[config.mk]
export PLATFORM = sky130hd
export DESIGN_NAME = battery_gauge_status_tracker
export DESIGN_NICKNAME = d
export VERILOG_FILES = /design/src/design/bgst_pkg.sv /design/src/design/bgst_datapath.sv /design/src/design/bgst_ctrl.sv /design/src/design/battery_gauge_status_tracker.sv
export VERILOG_INCLUDE_DIRS = /design/src /design/src/design
export SDC_FILE = /design/constraint.sdc
export NUM_CORES = 1
export LEC_CHECK = 0
export CAP_MARGIN = 20
export CORE_MARGIN = 1
export CORE_UTILIZATION = 65
export CTS_CLUSTER_DIAMETER = 80
export DETAILED_ROUTE_END_ITERATION = 10
export DONT_BUFFER_PORTS = 1
export MAX_ROUTING_LAYER = met4
export PLACE_DENSITY = 0.78
export SYNTH_ARGS = -nofsm -noshare
export SYNTH_HDL_FRONTEND = slang
export SYNTH_SLANG_ARGS = --single-unit
export TNS_END_PERCENT = 1
[constraint.sdc]
create_clock -name i_clk -period 16.6 [get_ports i_clk]
set_input_delay 1.66 -clock i_clk [delete_from_list [all_inputs] [get_ports i_clk]]
set_output_delay 1.66 -clock i_clk [all_outputs]
set_load 0.01 [all_outputs]
[src/design/battery_gauge_status_tracker_defines.svh]
// Assertion macros shared by the battery gauge modules.
// No dependencies; included by the files that carry assertions.
`ifndef BATTERY_GAUGE_STATUS_TRACKER_DEFINES_SVH
`define BATTERY_GAUGE_STATUS_TRACKER_DEFINES_SVH

// Clocked check, disabled while reset is asserted (active low).
`define BGST_ASSERT(lbl, clk, rst_n, prop, msg) \
    lbl: assert property (@(posedge clk) disable iff (!(rst_n)) (prop)) else $error(msg);

// Clocked check that also holds during reset.
`define BGST_ASSERT_ALWAYS(lbl, clk, prop, msg) \
    lbl: assert property (@(posedge clk) (prop)) else $error(msg);

`endif

[src/design/bgst_pkg.sv]
// Shared types, codes and constants of the battery gauge status tracker.
// No dependencies; used by bgst_datapath, bgst_ctrl and the top level.
package bgst_pkg;

    typedef logic [2:0] t_step;

    localparam t_step STEP_NONE    = 3'd0;
    localparam t_step STEP_SCALE   = 3'd1;
    localparam t_step STEP_RECIP   = 3'd2;
    localparam t_step STEP_RATIO   = 3'd3;
    localparam t_step STEP_SEGMENT = 3'd4;
    localparam t_step STEP_SEG_MUL = 3'd5;

    typedef struct packed {
        logic  load;
        t_step step;
        logic  apply;
    } t_dp_cmd;

    typedef struct packed {
        logic sample_ok;
    } t_dp_status;

    typedef logic [1:0] t_cfg_idx;

    localparam t_cfg_idx CFG_LOW_THRESHOLD  = 2'd0;
    localparam t_cfg_idx CFG_DIVIDER_RATIO  = 2'd1;
    localparam t_cfg_idx CFG_CHARGE_ACTIVE  = 2'd2;
    localparam t_cfg_idx CFG_CHARGE_PRESENT = 2'd3;

    localparam int CFG_DATA_W = 12;
    localparam int LEVEL_W    = 7;
    localparam int MV_W       = 16;
    localparam int SENSED_W   = 12;
    localparam int RATIO_W    = 12;
    localparam int X20_W      = 13;

    localparam logic [LEVEL_W-1:0]    RST_LOW_THRESHOLD = 7'd20;
    localparam logic [RATIO_W-1:0]    RST_DIVIDER_RATIO = 12'd512;
    localparam logic [SENSED_W-1:0]   ADC_REF_MV        = 12'd3300;
    localparam logic [LEVEL_W-1:0]    LEVEL_FULL        = 7'd100;

    // segment codes: at or below the first breakpoint, five ramps, at or above full
    typedef logic [2:0] t_seg;
    localparam t_seg SEG_BELOW = 3'd0;
    localparam t_seg SEG_1     = 3'd1;
    localparam t_seg SEG_2     = 3'd2;
    localparam t_seg SEG_3     = 3'd3;
    localparam t_seg SEG_4     = 3'd4;
    localparam t_seg SEG_5     = 3'd5;
    localparam t_seg SEG_ABOVE = 3'd6;

    localparam logic [MV_W-1:0] BP_MV_0 = 16'd3300;
    localparam logic [MV_W-1:0] BP_MV_1 = 16'd3520;
    localparam logic [MV_W-1:0] BP_MV_2 = 16'd3640;
    localparam logic [MV_W-1:0] BP_MV_3 = 16'd3760;
    localparam logic [MV_W-1:0] BP_MV_4 = 16'd3880;
    localparam logic [MV_W-1:0] BP_MV_5 = 16'd4000;

    // (delta * 20) / span by reciprocal; exact for products below 2^13
    localparam int SEG_SHIFT   = 21;
    localparam int SEG_RECIP_W = 15;
    localparam logic [SEG_RECIP_W-1:0] SEG_RECIP_220 = 15'(((1 << SEG_SHIFT) + 219) / 220);
    localparam logic [SEG_RECIP_W-1:0] SEG_RECIP_120 = 15'(((1 << SEG_SHIFT) + 119) / 120);

    function automatic t_seg seg_of_mv(input logic [MV_W-1:0] mv);
        t_seg seg;
        if (mv <= BP_MV_0)     seg = SEG_BELOW;
        else if (mv < BP_MV_1) seg = SEG_1;
        else if (mv < BP_MV_2) seg = SEG_2;
        else if (mv < BP_MV_3) seg = SEG_3;
        else if (mv < BP_MV_4) seg = SEG_4;
        else if (mv < BP_MV_5) seg = SEG_5;
        else                   seg = SEG_ABOVE;
        return seg;
    endfunction

    function automatic logic [MV_W-1:0] seg_lo_mv(input t_seg seg);
        logic [MV_W-1:0] mv;
        case (seg)
            SEG_1:   mv = BP_MV_0;
            SEG_2:   mv = BP_MV_1;
            SEG_3:   mv = BP_MV_2;
            SEG_4:   mv = BP_MV_3;
            SEG_5:   mv = BP_MV_4;
            default: mv = BP_MV_0;
        endcase
        return mv;
    endfunction

    function automatic logic [LEVEL_W-1:0] seg_lo_pct(input t_seg seg);
        logic [LEVEL_W-1:0] pct;
        case (seg)
            SEG_2:     pct = 7'd20;
            SEG_3:     pct = 7'd40;
            SEG_4:     pct = 7'd60;
            SEG_5:     pct = 7'd80;
            SEG_ABOVE: pct = LEVEL_FULL;
            default:   pct = 7'd0;
        endcase
        return pct;
    endfunction

    function automatic logic [SEG_RECIP_W-1:0] seg_recip(input t_seg seg);
        logic [SEG_RECIP_W-1:0] r;
        case (seg)
            SEG_1:   r = SEG_RECIP_220;
            default: r = SEG_RECIP_120;
        endcase
        return r;
    endfunction

endpackage

[src/design/bgst_datapath.sv]
// Datapath: config registers, shared multiplier, segment mapper, status state
// and output register. Depends on bgst_pkg; driven by bgst_ctrl commands.
module bgst_datapath #(
    parameter int ADC_BITS     = 12,
    parameter int VERSION_BITS = 32,
    parameter int IN_W         = 16,
    parameter int OUT_W        = 48
) (
    input  logic                            i_clk,
    input  logic                            i_rst_n,
    input  logic                            i_cfg_we,
    input  bgst_pkg::t_cfg_idx              i_cfg_idx,
    input  logic [bgst_pkg::CFG_DATA_W-1:0] i_cfg_data,
    input  logic [IN_W-1:0]                 i_req_data,
    input  logic                            i_req_op,
    input  bgst_pkg::t_dp_cmd               i_cmd,
    output bgst_pkg::t_dp_status            o_status,
    output logic [OUT_W-1:0]                o_res_data
);

    localparam int A_W = ADC_BITS + 12;
    localparam int B_W = ADC_BITS + 13;
    localparam int PW  = A_W + B_W;
    localparam int K   = 2 * ADC_BITS + 12;
    localparam logic [63:0] ADC_MAX    = (64'd1 << ADC_BITS) - 64'd1;
    localparam logic [63:0] RECIP_FULL = ((64'd1 << K) + ADC_MAX - 64'd1) / ADC_MAX;
    localparam logic [B_W-1:0] RECIP   = RECIP_FULL[B_W-1:0];
    localparam int RES_W = 4 + bgst_pkg::LEVEL_W + VERSION_BITS;

    logic [bgst_pkg::LEVEL_W-1:0] r_thr;
    logic [bgst_pkg::RATIO_W-1:0] r_ratio;
    logic                         r_active;
    logic                         r_present;

    logic                r_op;
    logic [ADC_BITS-1:0] r_raw;
    logic                r_ok;
    logic                r_pin;
    logic                r_usb;

    logic [PW-1:0]                r_prod;
    bgst_pkg::t_seg               r_seg;
    logic [bgst_pkg::X20_W-1:0]   r_x20;

    logic                         r_avail;
    logic                         r_charging;
    logic                         r_low;
    logic                         r_usb_link;
    logic [bgst_pkg::LEVEL_W-1:0] r_level;
    logic [VERSION_BITS-1:0]      r_version;
    logic [OUT_W-1:0]             r_out;

    logic [A_W-1:0]                 w_mul_a;
    logic [B_W-1:0]                 w_mul_b;
    logic [PW-1:0]                  w_prod;
    logic                           w_mul_en;
    logic [bgst_pkg::SENSED_W-1:0]  w_sensed;
    logic [bgst_pkg::MV_W-1:0]      w_mv;
    bgst_pkg::t_seg                 w_seg;
    logic [bgst_pkg::MV_W-1:0]      w_delta;
    logic [bgst_pkg::X20_W-1:0]     w_x20;
    logic [4:0]                     w_quot;
    logic [bgst_pkg::LEVEL_W-1:0]   w_level;

    logic                         w_sample;
    logic                         w_apply_en;
    logic                         w_charging;
    logic                         n_avail;
    logic                         n_charging;
    logic                         n_low;
    logic                         n_usb_link;
    logic [bgst_pkg::LEVEL_W-1:0] n_level;
    logic [VERSION_BITS-1:0]      n_version;
    logic                         w_changed;
    logic [RES_W-1:0]             w_res;

    always_ff @(posedge i_clk) begin
        if (!i_rst_n) begin
            r_thr     <= bgst_pkg::RST_LOW_THRESHOLD;
            r_ratio   <= bgst_pkg::RST_DIVIDER_RATIO;
            r_active  <= 1'b1;
            r_present <= 1'b1;
        end else if (i_cfg_we) begin
            case (i_cfg_idx)
                bgst_pkg::CFG_LOW_THRESHOLD:  r_thr     <= i_cfg_data[bgst_pkg::LEVEL_W-1:0];
                bgst_pkg::CFG_DIVIDER_RATIO:  r_ratio   <= i_cfg_data[bgst_pkg::RATIO_W-1:0];
                bgst_pkg::CFG_CHARGE_ACTIVE:  r_active  <= i_cfg_data[0];
                bgst_pkg::CFG_CHARGE_PRESENT: r_present <= i_cfg_data[0];
                default: ;
            endcase
        end
    end

    always_ff @(posedge i_clk) begin
        if (i_cmd.load) begin
            r_op  <= i_req_op;
            r_raw <= i_req_data[ADC_BITS-1:0];
            r_ok  <= i_req_data[ADC_BITS];
            r_pin <= i_req_data[ADC_BITS+1];
            r_usb <= i_req_data[ADC_BITS+2];
        end
    end

    assign w_sensed = r_prod[K+bgst_pkg::SENSED_W-1:K];
    assign w_mv     = r_prod[bgst_pkg::MV_W+7:8];

    always_comb begin
        w_mul_a  = '0;
        w_mul_b  = '0;
        w_mul_en = 1'b1;
        case (i_cmd.step)
            bgst_pkg::STEP_SCALE: begin
                w_mul_a = {{(A_W-ADC_BITS){1'b0}}, r_raw};
                w_mul_b = {{(B_W-bgst_pkg::SENSED_W){1'b0}}, bgst_pkg::ADC_REF_MV};
            end
            bgst_pkg::STEP_RECIP: begin
                w_mul_a = r_prod[A_W-1:0];
                w_mul_b = RECIP;
            end
            bgst_pkg::STEP_RATIO: begin
                w_mul_a = {{(A_W-bgst_pkg::SENSED_W){1'b0}}, w_sensed};
                w_mul_b = {{(B_W-bgst_pkg::RATIO_W){1'b0}}, r_ratio};
            end
            bgst_pkg::STEP_SEG_MUL: begin
                w_mul_a = {{(A_W-bgst_pkg::X20_W){1'b0}}, r_x20};
                w_mul_b = {{(B_W-bgst_pkg::SEG_RECIP_W){1'b0}}, bgst_pkg::seg_recip(r_seg)};
            end
            default: w_mul_en = 1'b0;
        endcase
    end

    assign w_prod  = {{B_W{1'b0}}, w_mul_a} * {{A_W{1'b0}}, w_mul_b};
    assign w_seg   = bgst_pkg::seg_of_mv(w_mv);
    assign w_delta = w_mv - bgst_pkg::seg_lo_mv(w_seg);
    assign w_x20   = {5'd0, w_delta[7:0]} * 13'd20;

    always_ff @(posedge i_clk) begin
        if (w_mul_en) begin
            r_prod <= w_prod;
        end
        if (i_cmd.step == bgst_pkg::STEP_SEGMENT) begin
            r_seg <= w_seg;
            r_x20 <= w_x20;
        end
    end

    assign w_quot = r_prod[bgst_pkg::SEG_SHIFT+4:bgst_pkg::SEG_SHIFT];

    always_comb begin
        case (r_seg)
            bgst_pkg::SEG_BELOW: w_level = '0;
            bgst_pkg::SEG_ABOVE: w_level = bgst_pkg::LEVEL_FULL;
            default:             w_level = bgst_pkg::seg_lo_pct(r_seg) + {2'b00, w_quot};
        endcase
    end

    assign w_sample   = !r_op && r_ok;
    assign w_apply_en = r_op || r_ok;
    assign w_charging = r_present && (r_pin == r_active);

    always_comb begin
        n_charging = w_apply_en ? w_charging : r_charging;
        n_usb_link = w_apply_en ? r_usb : r_usb_link;
        n_avail    = w_sample ? 1'b1 : r_avail;
        n_level    = w_sample ? w_level : r_level;
        n_low      = w_apply_en ? (n_avail && (n_level < r_thr)) : r_low;
        w_changed  = (n_avail != r_avail) || (n_charging != r_charging) ||
                     (n_low != r_low) || (n_usb_link != r_usb_link) ||
                     (n_level != r_level);
        n_version  = w_changed ? r_version + {{(VERSION_BITS-1){1'b0}}, 1'b1} : r_version;
        w_res      = {n_version, n_level, n_usb_link, n_low, n_charging, n_avail};
    end

    always_ff @(posedge i_clk) begin
        if (!i_rst_n) begin
            r_avail    <= 1'b0;
            r_charging <= 1'b0;
            r_low      <= 1'b0;
            r_usb_link <= 1'b0;
            r_level    <= '0;
            r_version  <= '0;
        end else if (i_cmd.apply) begin
            r_avail    <= n_avail;
            r_charging <= n_charging;
            r_low      <= n_low;
            r_usb_link <= n_usb_link;
            r_level    <= n_level;
            r_version  <= n_version;
        end
    end

    always_ff @(posedge i_clk) begin
        if (i_cmd.apply) begin
            r_out <= {{(OUT_W-RES_W){1'b0}}, w_res};
        end
    end

    assign o_status.sample_ok = w_sample;
    assign o_res_data         = r_out;

endmodule

[src/design/bgst_ctrl.sv]
// Controller: sequences the datapath steps per request and owns both handshakes.
// Depends on bgst_pkg and battery_gauge_status_tracker_defines.svh.
`include "battery_gauge_status_tracker_defines.svh"

module bgst_ctrl (
    input  logic                 i_clk,
    input  logic                 i_rst_n,
    input  logic                 i_s_valid,
    output logic                 o_s_ready,
    output logic                 o_m_valid,
    input  logic                 i_m_ready,
    input  bgst_pkg::t_dp_status i_status,
    output bgst_pkg::t_dp_cmd    o_cmd
);

    localparam logic [2:0] S_IDLE    = 3'd0;
    localparam logic [2:0] S_SCALE   = 3'd1;
    localparam logic [2:0] S_RECIP   = 3'd2;
    localparam logic [2:0] S_RATIO   = 3'd3;
    localparam logic [2:0] S_SEGMENT = 3'd4;
    localparam logic [2:0] S_SEG_MUL = 3'd5;
    localparam logic [2:0] S_APPLY   = 3'd6;

    logic [2:0] r_state;
    logic [2:0] n_state;
    logic       r_oval;
    logic       n_oval;
    logic       w_accept;
    logic       w_slot_free;

    assign w_accept    = i_s_valid && (r_state == S_IDLE);
    assign w_slot_free = !r_oval || i_m_ready;

    always_comb begin
        n_state = r_state;
        n_oval  = r_oval && !i_m_ready;
        o_cmd   = '0;
        case (r_state)
            S_IDLE: begin
                if (w_accept) begin
                    o_cmd.load = 1'b1;
                    n_state    = S_SCALE;
                end
            end
            S_SCALE: begin
                o_cmd.step = bgst_pkg::STEP_SCALE;
                n_state    = i_status.sample_ok ? S_RECIP : S_APPLY;
            end
            S_RECIP: begin
                o_cmd.step = bgst_pkg::STEP_RECIP;
                n_state    = S_RATIO;
            end
            S_RATIO: begin
                o_cmd.step = bgst_pkg::STEP_RATIO;
                n_state    = S_SEGMENT;
            end
            S_SEGMENT: begin
                o_cmd.step = bgst_pkg::STEP_SEGMENT;
                n_state    = S_SEG_MUL;
            end
            S_SEG_MUL: begin
                o_cmd.step = bgst_pkg::STEP_SEG_MUL;
                n_state    = S_APPLY;
            end
            S_APPLY: begin
                // hold here until the output register can take the result
                if (w_slot_free) begin
                    o_cmd.apply = 1'b1;
                    n_oval      = 1'b1;
                    n_state     = S_IDLE;
                end
            end
            default: n_state = S_IDLE;
        endcase
    end

    always_ff @(posedge i_clk) begin
        if (!i_rst_n) begin
            r_state <= S_IDLE;
            r_oval  <= 1'b0;
        end else begin
            r_state <= n_state;
            r_oval  <= n_oval;
        end
    end

    assign o_s_ready = (r_state == S_IDLE);
    assign o_m_valid = r_oval;

    `BGST_ASSERT(a_apply_slot_free, i_clk, i_rst_n, o_cmd.apply |-> w_slot_free, "apply while output occupied")
    `BGST_ASSERT(a_accept_starts, i_clk, i_rst_n, w_accept |=> (r_state == S_SCALE), "accepted request not started")
    `BGST_ASSERT(a_skip_on_fail, i_clk, i_rst_n, ((r_state == S_SCALE) && !i_status.sample_ok) |=> (r_state == S_APPLY), "non-sample request ran the math")
    `BGST_ASSERT(a_apply_presents, i_clk, i_rst_n, o_cmd.apply |=> (r_oval && (r_state == S_IDLE)), "applied result not presented")

endmodule

[src/design/battery_gauge_status_tracker.sv]
// Battery gauge status tracker: top level joining bgst_ctrl and bgst_datapath.
// Depends on bgst_pkg, bgst_ctrl, bgst_datapath.
//
// Usage:
//   Input stream (s_axis_*): one request per sample or sync. tuser selects the
//   kind (0 = ADC sample, 1 = sync of charge pin and USB link).
//   Output stream (m_axis_*): exactly one status result per request, in order.
//   Config port (i_cfg_*): write-only, one register per edge with i_cfg_we high;
//   the user must write it only while the block is idle; the block does not enforce it.
// Sequencing:
//   A successful sample walks the shared multiplier four times plus a segment
//   step before the result is applied.
//   A sync or failed sample skips the math after the scale step and goes to apply.
//   The controller takes one request at a time; tready is high only when idle.
// Reset (synchronous, active low): status and version clear to zero, config
//   registers return to threshold 20, ratio 512, active level 1, detect present 1.
// Stall: a result waits in the output register while m_axis_tready is low; the
//   next request is still accepted and computed, then holds before updating state
//   until the waiting result is taken.
module battery_gauge_status_tracker #(
    parameter int ADC_BITS     = 12,
    parameter int VERSION_BITS = 32
) (
    input  logic                            i_clk,
    input  logic                            i_rst_n,
    input  logic                            s_axis_tvalid,
    output logic                            s_axis_tready,
    // [ADC_BITS-1:0] adc_raw, then adc_ok, charge_pin_level, usb_link_seen, zero fill
    input  logic [((ADC_BITS+3+7)/8)*8-1:0] s_axis_tdata,
    // [0] operation
    input  logic                            s_axis_tuser,
    output logic                            m_axis_tvalid,
    input  logic                            m_axis_tready,
    // [0] battery_available, [1] is_charging, [2] battery_low, [3] usb_link,
    // [10:4] charge level in percent, then change counter, zero fill
    output logic [((11+VERSION_BITS+7)/8)*8-1:0] m_axis_tdata,
    input  logic                            i_cfg_we,
    input  bgst_pkg::t_cfg_idx              i_cfg_idx,
    input  logic [bgst_pkg::CFG_DATA_W-1:0] i_cfg_data
);

    localparam int IN_W  = ((ADC_BITS + 3 + 7) / 8) * 8;
    localparam int OUT_W = ((11 + VERSION_BITS + 7) / 8) * 8;

    bgst_pkg::t_dp_cmd    w_cmd;
    bgst_pkg::t_dp_status w_status;

    bgst_ctrl u_ctrl (
        .i_clk     (i_clk),
        .i_rst_n   (i_rst_n),
        .i_s_valid (s_axis_tvalid),
        .o_s_ready (s_axis_tready),
        .o_m_valid (m_axis_tvalid),
        .i_m_ready (m_axis_tready),
        .i_status  (w_status),
        .o_cmd     (w_cmd)
    );

    bgst_datapath #(
        .ADC_BITS     (ADC_BITS),
        .VERSION_BITS (VERSION_BITS),
        .IN_W         (IN_W),
        .OUT_W        (OUT_W)
    ) u_datapath (
        .i_clk      (i_clk),
        .i_rst_n    (i_rst_n),
        .i_cfg_we   (i_cfg_we),
        .i_cfg_idx  (i_cfg_idx),
        .i_cfg_data (i_cfg_data),
        .i_req_data (s_axis_tdata),
        .i_req_op   (s_axis_tuser),
        .i_cmd      (w_cmd),
        .o_status   (w_status),
        .o_res_data (m_axis_tdata)
    );

endmodule
Word level (Yosys, flattened, before mapping)
Index checks and enable logic that the tools add are counted.

Register bits: 189. Latch bits: 0. Memory bits (writable): 0. Bits in read-only memories: 0. Output and inout port bits: 50. Word-level logic and storage cells: 120. Memories kept: 0.

Add/sub/neg operators: 3. $mul: 2. Div/mod/pow operators: 0. $lt $le $gt $ge: 7. Eq/ne operators: 32. Shifts and indexed selects: 0. Muxes and demuxes: 31. Bitwise operators: 0. Reductions and logical operators: 24.

Operators with widths (number): one-hot mux 25 bit (4 select lines) (1); one-hot mux 24 bit (4 select lines) (1); less-than comparator 16 x 12 -> 1 bit, second input constant (5); multiplier 24 x 25 -> 48 bit (1); adder 32 x 1 -> 32 bit, second input constant (1); 2-to-1 mux 32 bit (1); one-hot mux 8 bit (4 select lines) (1); == test 3 bit, second input constant (10); one-hot mux 7 bit (4 select lines) (1); == test 3 x 2 -> 1 bit, second input constant (8); 2-to-1 mux 3 bit (8); one-hot mux 3 bit (7 select lines) (1); <= comparator 16 x 12 -> 1 bit, second input constant (1); 2-to-1 mux 15 bit (1); one-hot mux 3 bit (5 select lines) (1); 2-to-1 mux 7 bit (2); one-hot mux 7 bit (2 select lines) (1); multiplier 8 x 3 -> 11 bit, second input constant (1); 2-to-1 mux 1 bit (11); AND reduction 2 bit (5); == test 3 x 1 -> 1 bit, second input constant (3); subtractor 8 bit (1); adder 7 x 5 -> 7 bit (1); less-than comparator 7 bit (1); other kinds (14) (31).

Depth between registers and ports, before layout
Gate-level depths: netlist of the first run.

Depth after elaboration: 14. Depth in mapped cells: 32.

Modules after synthesis
Synthesis of the first run repeated with hierarchy kept, for this count alone.

Cells, all modules: 2220. Area, all modules: 21187.8 um^2.

By module, submodules not included: bgst_datapath (instances 1, cells an instance 2194, area an instance 20963.9 um^2, sequential area each 4614.4 um^2); bgst_ctrl (instances 1, cells an instance 26, area an instance 224.0 um^2, sequential area each 80.1 um^2).

Least setup slack after synthesis of the first run
Ideal clock, no wire load.

Kind: flip-flop to flip-flop. From: register u_ctrl.r_state[2]. To: register u_datapath.r_prod[40] (data pin). Arrival: 7.151 ns. Required time: 16.341 ns. Setup slack: 9.190 ns. Stages on the path, launching flop included: 30. Path buffers: 3. Period minus slack after synthesis: 7.410 ns. Cell sequence: dfxtp_1 -> clkbuf_1 -> nor2b_1 -> clkbuf_1 -> nand2_1 -> or2_2 -> clkbuf_1 -> o21ai_0 -> nand2_1 -> fa_1 -> inv_1 -> fa_1 -> inv_1 -> fa_1 -> inv_1 -> fa_1 -> fa_1 -> fa_1 -> inv_1 -> fa_1 -> inv_1 -> ha_1 -> nand3_1 -> o22ai_1 -> nor2_1 -> o211ai_1 -> a31o_2 -> a21oi_1 -> o21ai_0 -> xnor2_1.

Longest elaborated chain between the ends: 5.

Ends and longest elaborated chain: start, declared (RTL line bgst_ctrl.sv:24) `logic [2:0] r_state;`; start signal, assigned (RTL line bgst_ctrl.sv:82) `r_state <= n_state;`; == test 3 bit (tied with other cells) (RTL line bgst_ctrl.sv:38) `case (r_state)`; one-hot mux 3 bit (5 select lines) * (RTL line bgst_ctrl.sv:38); == test 3 bit (tied with other cells) (RTL line bgst_datapath.sv:111) `case (i_cmd.step)`; one-hot mux 24 bit (4 select lines) / one-hot mux 25 bit (4 select lines) (equally long branches) (RTL line bgst_datapath.sv:111); multiplier 24 x 25 -> 48 bit * (RTL line bgst_datapath.sv:132) `assign w_prod = {{B_W{1'b0}}, w_mul_a} * {{A_W{1'b0}}, w_mul_b};`; net u_datapath.w_prod[40] (RTL line bgst_datapath.sv:55) `logic [PW-1:0] w_prod;`; end signal, assigned (RTL line bgst_datapath.sv:139) `r_prod <= w_prod;`; end, declared (RTL line bgst_datapath.sv:41) `logic [PW-1:0] r_prod;`.

Mark *: on every way through the listed nets, which the timed path passes. The rest lies on a longest branch. A chain may end at the register's enable or synchronous reset.

Worst setup path in the final report of the first run
From: register u_ctrl.r_state[2]. To: register u_datapath.r_prod[25] (data pin).

Same word-level chain as after synthesis.

==> results of run 1 <==
layer usage:
| metal | routed length, um | part of all wire, % | vias up |
|---|---|---|---|
| met2 | 23800 | 47 | 614 |
| li1 | - | - | 7157 |
| met4 | 2000 | 4.0 | 0 |
| met1 | 20300 | 40 | 7656 |
| met5 | 0 | 0 | - |
| met3 | 4340 | 8.6 | 119 |
tightest hold or removal path, stage by stage, from the launching register on:
cell and delay [ps]:
dfxtp_1 320, nand2_1 60, a21oi_1 60
sequential cells by signal, summed over array words and instances, names as in the netlist:
register / cells
u_datapath.r_ratio: 12
u_datapath.r_op: 1
u_datapath.r_pin: 1
u_datapath.r_seg: 3
u_datapath.r_usb: 1
u_datapath.r_raw: 12
u_ctrl.o_m_valid: 1
u_datapath.r_charging: 1
u_datapath.r_prod: 38
u_datapath.r_x20: 11
u_datapath.r_ok: 1
u_ctrl.r_state: 3
u_datapath.r_version: 32
u_datapath.r_thr: 7
u_datapath.r_level: 7
u_datapath.r_present: 1
u_datapath.r_active: 1
u_datapath.o_res_data: 43
u_datapath.r_low: 1
u_datapath.r_avail: 1
u_datapath.r_usb_link: 1
through the flow:
step                      hold WS [ps]  setup WS [ps]  cell area (um2)
after global routing               501           7060            22400
after global placement             447           7590            21800
after floorplan                    436           9190            21500
final                              477           7450            22400
after CTS                          476           7520            22400
after detailed placement           456           7590            21800
layout make-up:
class	instances	area (um2)	area share, %
Timing Repair Buffer	11	82.6	0.369
Tap cell	402	503	2.25
Clock buffer	17	425	1.90
Sequential cell	179	4690	21.0
Multi-Input combinational cell	1659	14800	66.1
Inverter	459	1720	7.70
Clock inverter	15	166	0.744
worst min path at each step:
stage | cells after the start | slack, ps | end
after detailed placement | 2 | 460 | u_datapath.r_ratio[10]
after global routing | 2 | 500 | u_datapath.r_ratio[10]
after floorplan | 2 | 440 | u_datapath.r_ratio[5]
after global placement | 2 | 450 | u_datapath.r_ratio[10]
final | 2 | 480 | u_datapath.r_ratio[10]
after CTS | 2 | 480 | u_datapath.r_ratio[10]
placed cells by master (no fill, tap or decap), drive strengths merged, types with 25 or more instances in the layout:
cell | synthesis | routed
nand3 | 39 | 39
ha | 201 | 201
nor2 | 165 | 165
dfxtp | 68 | 68
inv | 458 | 466
conb | 2 | 156
and2 | 25 | 25
o21ai | 66 | 66
a21oi | 103 | 103
a21o | 36 | 36
edfxtp | 111 | 111
fa | 302 | 302
nand2 | 213 | 213
xnor2 | 62 | 62
power breakdown:
group,switching (mW),internal [mW]
registers,0.0793,0.608
clock network,0.201,0.214
logic,1.59,1.11
logic make-up after synthesis:
group | Yosys count | synth area share, %
and+or+nand+nor | 576 | 12.6
buffers and inverters | 525 | 9.69
adders and majority gates | 503 | 40.9
AOI/OAI and AO/OA | 323 | 9.91
DFF | 179 | 22.4
xor gates and xnor gates | 85 | 3.60
muxes | 16 | 0.784
other | 2 | 0.0359
==> summary.txt, run 1 <==
Global routing
  • Gr usage total: roughly a third
  • First-pass GRT wire length: just over 80000 um
  • Most used routing layer in global routing: met2
  • Global-route met1 utilization: 41.0%
  • Number of global-route vias before repair: roughly 16000
  • Total congestion overflow: 0
  • GR Layer Usage met3: about 7.6%
  • Largest net degree at the start of global routing: 56
  • Met2 GRT Util: 53.1%
  • Initial antenna violation count: 0

CTS
  • Num Clock Sinks: 179
  • Clk buf depth: 2
  • Clock transition at the registers of the reported paths: ~80 ps
  • Worst-skew pair later-pin latency: approximately 450 ps
  • TritonCTS buffer count: 17
  • Root buffer cell: clkbuf_16
  • Hold_buf cts: 0
  • Setup Buffers After CTS: 0
  • Post-CTS sizing: 0
  • CTS HTree Levels: 4
  • CTS tree: built

Drt
  • Drt pass-1 iters: 7
  • Final wirelength: roughly 50000 um
  • DR vias/cell: 5.67
  • Routed vias: approximately 16000
  • Routed length per instance: about 18 um
  • DR iter-0 viols: between 1000 and 1500
  • Post-DRT Antenna Nets: 0
  • Detailed-route DRC error count: 0

Timing
  • Setup-failing EPs final: 0
  • Final min period: between 9000 and 10000 ps
  • RSZ-0062 raised after global routing: no
  • Final Cycle Share: 55.1%
  • Final hold vios: 0
  • Worst slew margin: a little over a fifth
  • Worst Skew: around 16 ps
  • Worst Tran Pin Value: 1160 ps
  • Max-slew violations: 0
  • Final setup TNS: 0 ps
  • Achievable Freq: 109 MHz

Worst setup path
  • CP bufs+invs: 6
  • Crit path capture type: flip-flop
  • Worst Setup Path Type: reg -> reg
  • Crit-path slowest cell: nand3_1
  • Most Frequent Cell on Critical Path: fa_1
  • Reg2reg end: u_datapath.r_prod[25]
  • CP Depth: 26
  • Worst Setup SP: u_ctrl.r_state[2]
  • Critical path required time: between 15000 and 20000 ps
  • R2R cell count: 26
  • Worst EP arrival: 9370 ps
  • Top delay family on crit path: adder cells
  • CP max stage delay: ~680 ps
  • Worst R2R Start: u_ctrl.r_state[2]
  • R2r setup slk: ~7400 ps
  • Critical path endpoint: u_datapath.r_prod[25]
  • Crit-path max FO: 16
  • CP startpoint kind: flip-flop

Synth
  • Main flop type after synthesis: edfxtp_1
  • Cells after synthesis: around 2200
  • Synthesized area: between 20000 and 25000 um2
  • Area leader, netlist: fa_1
  • EDFF count, synth: around 110
  • Synth cell count leaders: inv_1 (456), fa_1 (302), nand2_1 (213)
  • Mapped Avg Cell Area: ~9.5 um2
  • Post-synthesis async set-or-reset flop share: 0%
  • Post-synth top area share: 28.9%
  • Seq/Total Area, Yosys: 22.4%
  • Ys Warns: 0
  • Count leader, synth: inv_1
  • Yosys reg bits: 179
  • Distinct cell type count after synthesis: 73
  • Top cells by area, synth: fa_1 (29%), edfxtp_1 (16%), ha_1 (12%)

Pwr
  • PwrDens: between 150 and 200 nW/um2
  • Peak supply drop: approximately 0.28 mV
  • Tot Pwr: about 3.8 mW
  • Static leakage: around 11 nW

Placed design
  • RD Place Congestion: around 1
  • Port bufs: 0
  • Dpl cells: between 2000 and 3000
  • Post-DP HPWL: ~40000 um

Worst hold path
  • Hold Startpoint: u_datapath.r_ratio[10]
  • Worst min-delay path class: reg -> reg

Die
  • Core area: roughly 32000 um2
  • Num ports: 86
  • Die width: about 180 um
  • Site Rows: 65
  • DIE HEIGHT: 181 um
  • Die Footprint: roughly 33000 um2
  • Initial Util: 66.1%

Finish
  • Fillers: 2373
  • Layout Utilization: 70.7%
  • Total Nets Final: ~2900
  • Fin cells: around 2700
  • Diode count: 0
  • Fraction of layout cells with a size suffix above 1: under 10%
  • Synth-to-layout area growth: 7.01%

Outcome
  • Status: finished, final reports clean

Flow run
  • Maxcap violations: 0
(Power assumes the default switching activity.)
==> run 2: changes to the inputs <==
Settings changed: CORE_UTILIZATION 65 to 60, PLACE_DENSITY 0.78 to 0.76.
Clock period 16.6 ns to 8.1 ns, I/O delays scaled along.
==> run 2 against run 1 <==
Critical path type unchanged. Register-to-register slack got worse by 7200 ps. Largest cell class unchanged. Sequential power rose by 100%. Design area rose by 1.8%.
==> summary.txt, run 2 (same netlist as run 1, synthesis figures left out) <==
Outcome
  • Status: finished, final reports clean

Flow run
  • Maxcap violations: 0 (unchanged)

Finish
  • Commonest non-fill, non-tap cells in the layout: inv_1 (456), fa_1 (302), nand2_1 (213), ha_1 (201), nor2_1 (159)
  • Fin cells: 2839 (+3.5%)
  • Diode count: 0 (unchanged)
  • Most common cell after layout, fill and taps aside: inv_1
  • Layout Utilization: 66.1% (-4.6 points)
  • Total Nets Final: 2910 (+1.5%)
  • Synth-to-layout area growth: 8.99%
  • Fraction of layout cells with a size suffix above 1: 4.91% (+1.9 points)
  • Max reg flops: 43 (unchanged)
  • Fillers: 2851 (+20%)

Placed design
  • RD Place Congestion: 0.964 (-3.2%)
  • Pre-CTS setup slack: 220 ps (-7370 ps)
  • Dpl cells: 2807 (+3.6%)
  • Post-DP HPWL: 44200 um (+7.5%)
  • Port bufs: 0 (unchanged)

Worst hold path
  • Worst Hold End: u_datapath.r_ratio[9]
  • Worst min-delay path class: in -> reg
  • Worst Hold Path Cells: 1 (-1)
  • Hold Startpoint: i_rst_n

Die
  • Initial Util: 60.7% (-5.4 points)
  • Die width: 189 um (+4.0%)
  • Num ports: 86 (unchanged)
  • Site Rows: 68 (+4.6%)
  • Core area: 34500 um2 (+8.9%)
  • Die Footprint: 35600 um2 (+8.2%)
  • DIE HEIGHT: 189 um (+4.0%)

Timing
  • Fin worst setup slack: 250 ps (-7200 ps)
  • Worst Skew: 11.6 ps (-3.98 ps)
  • Achievable Freq: 127 MHz (+17%)
  • Final setup TNS: 0 ps (unchanged)
  • Final min period: 7850 ps (-1300 ps)
  • Worst slew margin: 26.2% (+4.4 points)
  • RSZ-0062 raised after global routing: no
  • Final Cycle Share: 96.9% (+42 points)
  • Setup-failing EPs final: 0 (unchanged)
  • Final hold vios: 0 (unchanged)
  • Worst Tran Pin Value: 1110 ps (-54.1 ps)
  • Max-slew violations: 0 (unchanged)

Worst setup path
  • Reg2reg end: u_datapath.r_prod[46]
  • Crit-path max FO: 12 (-4)
  • Most Frequent Cell on Critical Path: fa_1
  • Critical path required time: 8340 ps (-8480 ps)
  • Crit path capture type: flip-flop
  • Worst EP arrival: 8090 ps (-1280 ps)
  • CP startpoint kind: flip-flop
  • Worst R2R Start: u_ctrl.r_state[2]
  • Worst Setup Path Type: reg -> reg
  • R2R cell count: 26 (unchanged)
  • CP max stage delay: 580 ps (-100 ps)
  • R2r setup slk: 250 ps (-7200 ps)
  • Worst Setup SP: u_ctrl.r_state[2]
  • Crit-path slowest cell: fa_1

Drt
  • Final wirelength: 53200 um (+5.6%)
  • Detailed-route DRC error count: 0 (unchanged)
  • DR iter-0 viols: 1143 (-15%)
  • Routed length per instance: 18.8 um (+2.0%)
  • DR vias/cell: 5.57 (-1.8%)
  • Post-DRT Antenna Nets: 0 (unchanged)
  • Drt pass-1 iters: 5 (-2)
  • Routed vias: 15813 (+1.7%)

CTS
  • Root buffer cell: clkbuf_16
  • Clk buf depth: 2 (unchanged)
  • Clock transition at the registers of the reported paths: 70 ps (about the same)
  • CTS HTree Levels: 4 (unchanged)
  • Setup Buffers After CTS: 0 (unchanged)
  • CTS tree: built
  • Num Clock Sinks: 179 (unchanged)
  • Worst-skew pair later-pin latency: 460 ps (about the same)
  • TritonCTS buffer count: 17 (unchanged)

Global routing
  • Gr usage total: 32.7% (-0.52 points)
  • Initial antenna violation count: 1 (+1)
  • Total congestion overflow: 0 (unchanged)
  • First-pass GRT wire length: 86100 um (+6.2%)
  • Number of global-route vias before repair: 16204 (+3.2%)
  • Largest net degree at the start of global routing: 56 (unchanged)

Pwr
  • Gate power share: 72.0% (+1.0 points)
  • Peak supply drop: 0.486 mV (+74%)
  • Net Sw Frac: 49.2% (about the same)
  • PwrDens: 351 nW/um2 (+110%)
  • NetSw: 3.93 mW (+110%)
  • Clock Power Share: 10.5% (-0.4 points)
  • Pint: 4.05 mW (+110%)
  • Seq pwr share: 17.6% (-0.4 points)
  • Static leakage: 11.0 nW (+1.9%)
  • Tot Pwr: 7.99 mW (+110%)
==> run 2: worst max path at each step <==
stage                                  to  slack, ps
floorplan           u_datapath.r_prod[40]        690
global placement    u_datapath.r_prod[25]        350
detailed placement  u_datapath.r_prod[25]        220
CTS                 u_datapath.r_prod[25]        160
global route        u_datapath.r_prod[46]         50
finish              u_datapath.r_prod[46]        250
==> run 2: timing repair <==
item / in CTS / in global routing
endpoints found under the setup margin: 0 / 7
resized for setup: 0 / 12
hold buffers: 0 / 0
hold endpoints to repair: 0 / 0
==> run 2: final cells by class <==
type	instances	area, um2	share of cell area, %
Sequential cell	179	4700	20.6
Clock buffer	17	425	1.87
Multi-Input combinational cell	1659	14800	65.0
Inverter	459	1720	7.56
Timing Repair Buffer	55	417	1.83
Clock inverter	15	143	0.626
Tap cell	455	569	2.50
==> run 2: power by group through the flow <==
stage          registers (mW)  clock network [mW]  logic, mW
6_report                 1.40               0.836       5.75
2_1_floorplan            1.31                   0       4.20
5_1_grt                  1.41               0.873       6.49
4_1_cts                  1.39               0.840       5.62
3_3_place_gp             1.41                   0       5.37
3_5_place_dp             1.41                   0       5.56
==> run 2: routing by layer <==
layer | share of wire [%] | vias to the layer above | track usage, %
li1 | - | 7261 | -
met1 | 41 | 7853 | 41.7
met2 | 49 | 603 | 54.1
met3 | 7.3 | 96 | 4.75
met4 | 2.8 | 0 | 10.0
met5 | 0 | - | -
==> run 2: critical path, delay by kind of cell (launching register included) <==
| kind | cells | cell delay [ps] |
|---|---|---|
| AND/OR/NAND/NOR | 3 | 420 |
| buffers and inverters | 6 | 530 |
| AO/OA/AOI/OAI | 8 | 2060 |
| adder cells (fa/ha/maj) | 8 | 3930 |
| XOR/XNOR | 1 | 310 |
| flip-flops | 1 | 390 |
==> run 2: stage by stage <==
stage | hold slack, ps | area, um2
3_3_place_gp | 450 | 22200
4_1_cts | 422 | 22800
3_5_place_dp | 453 | 22200
6_report | 428 | 22800
5_1_grt | 424 | 22800
2_1_floorplan | 436 | 21500
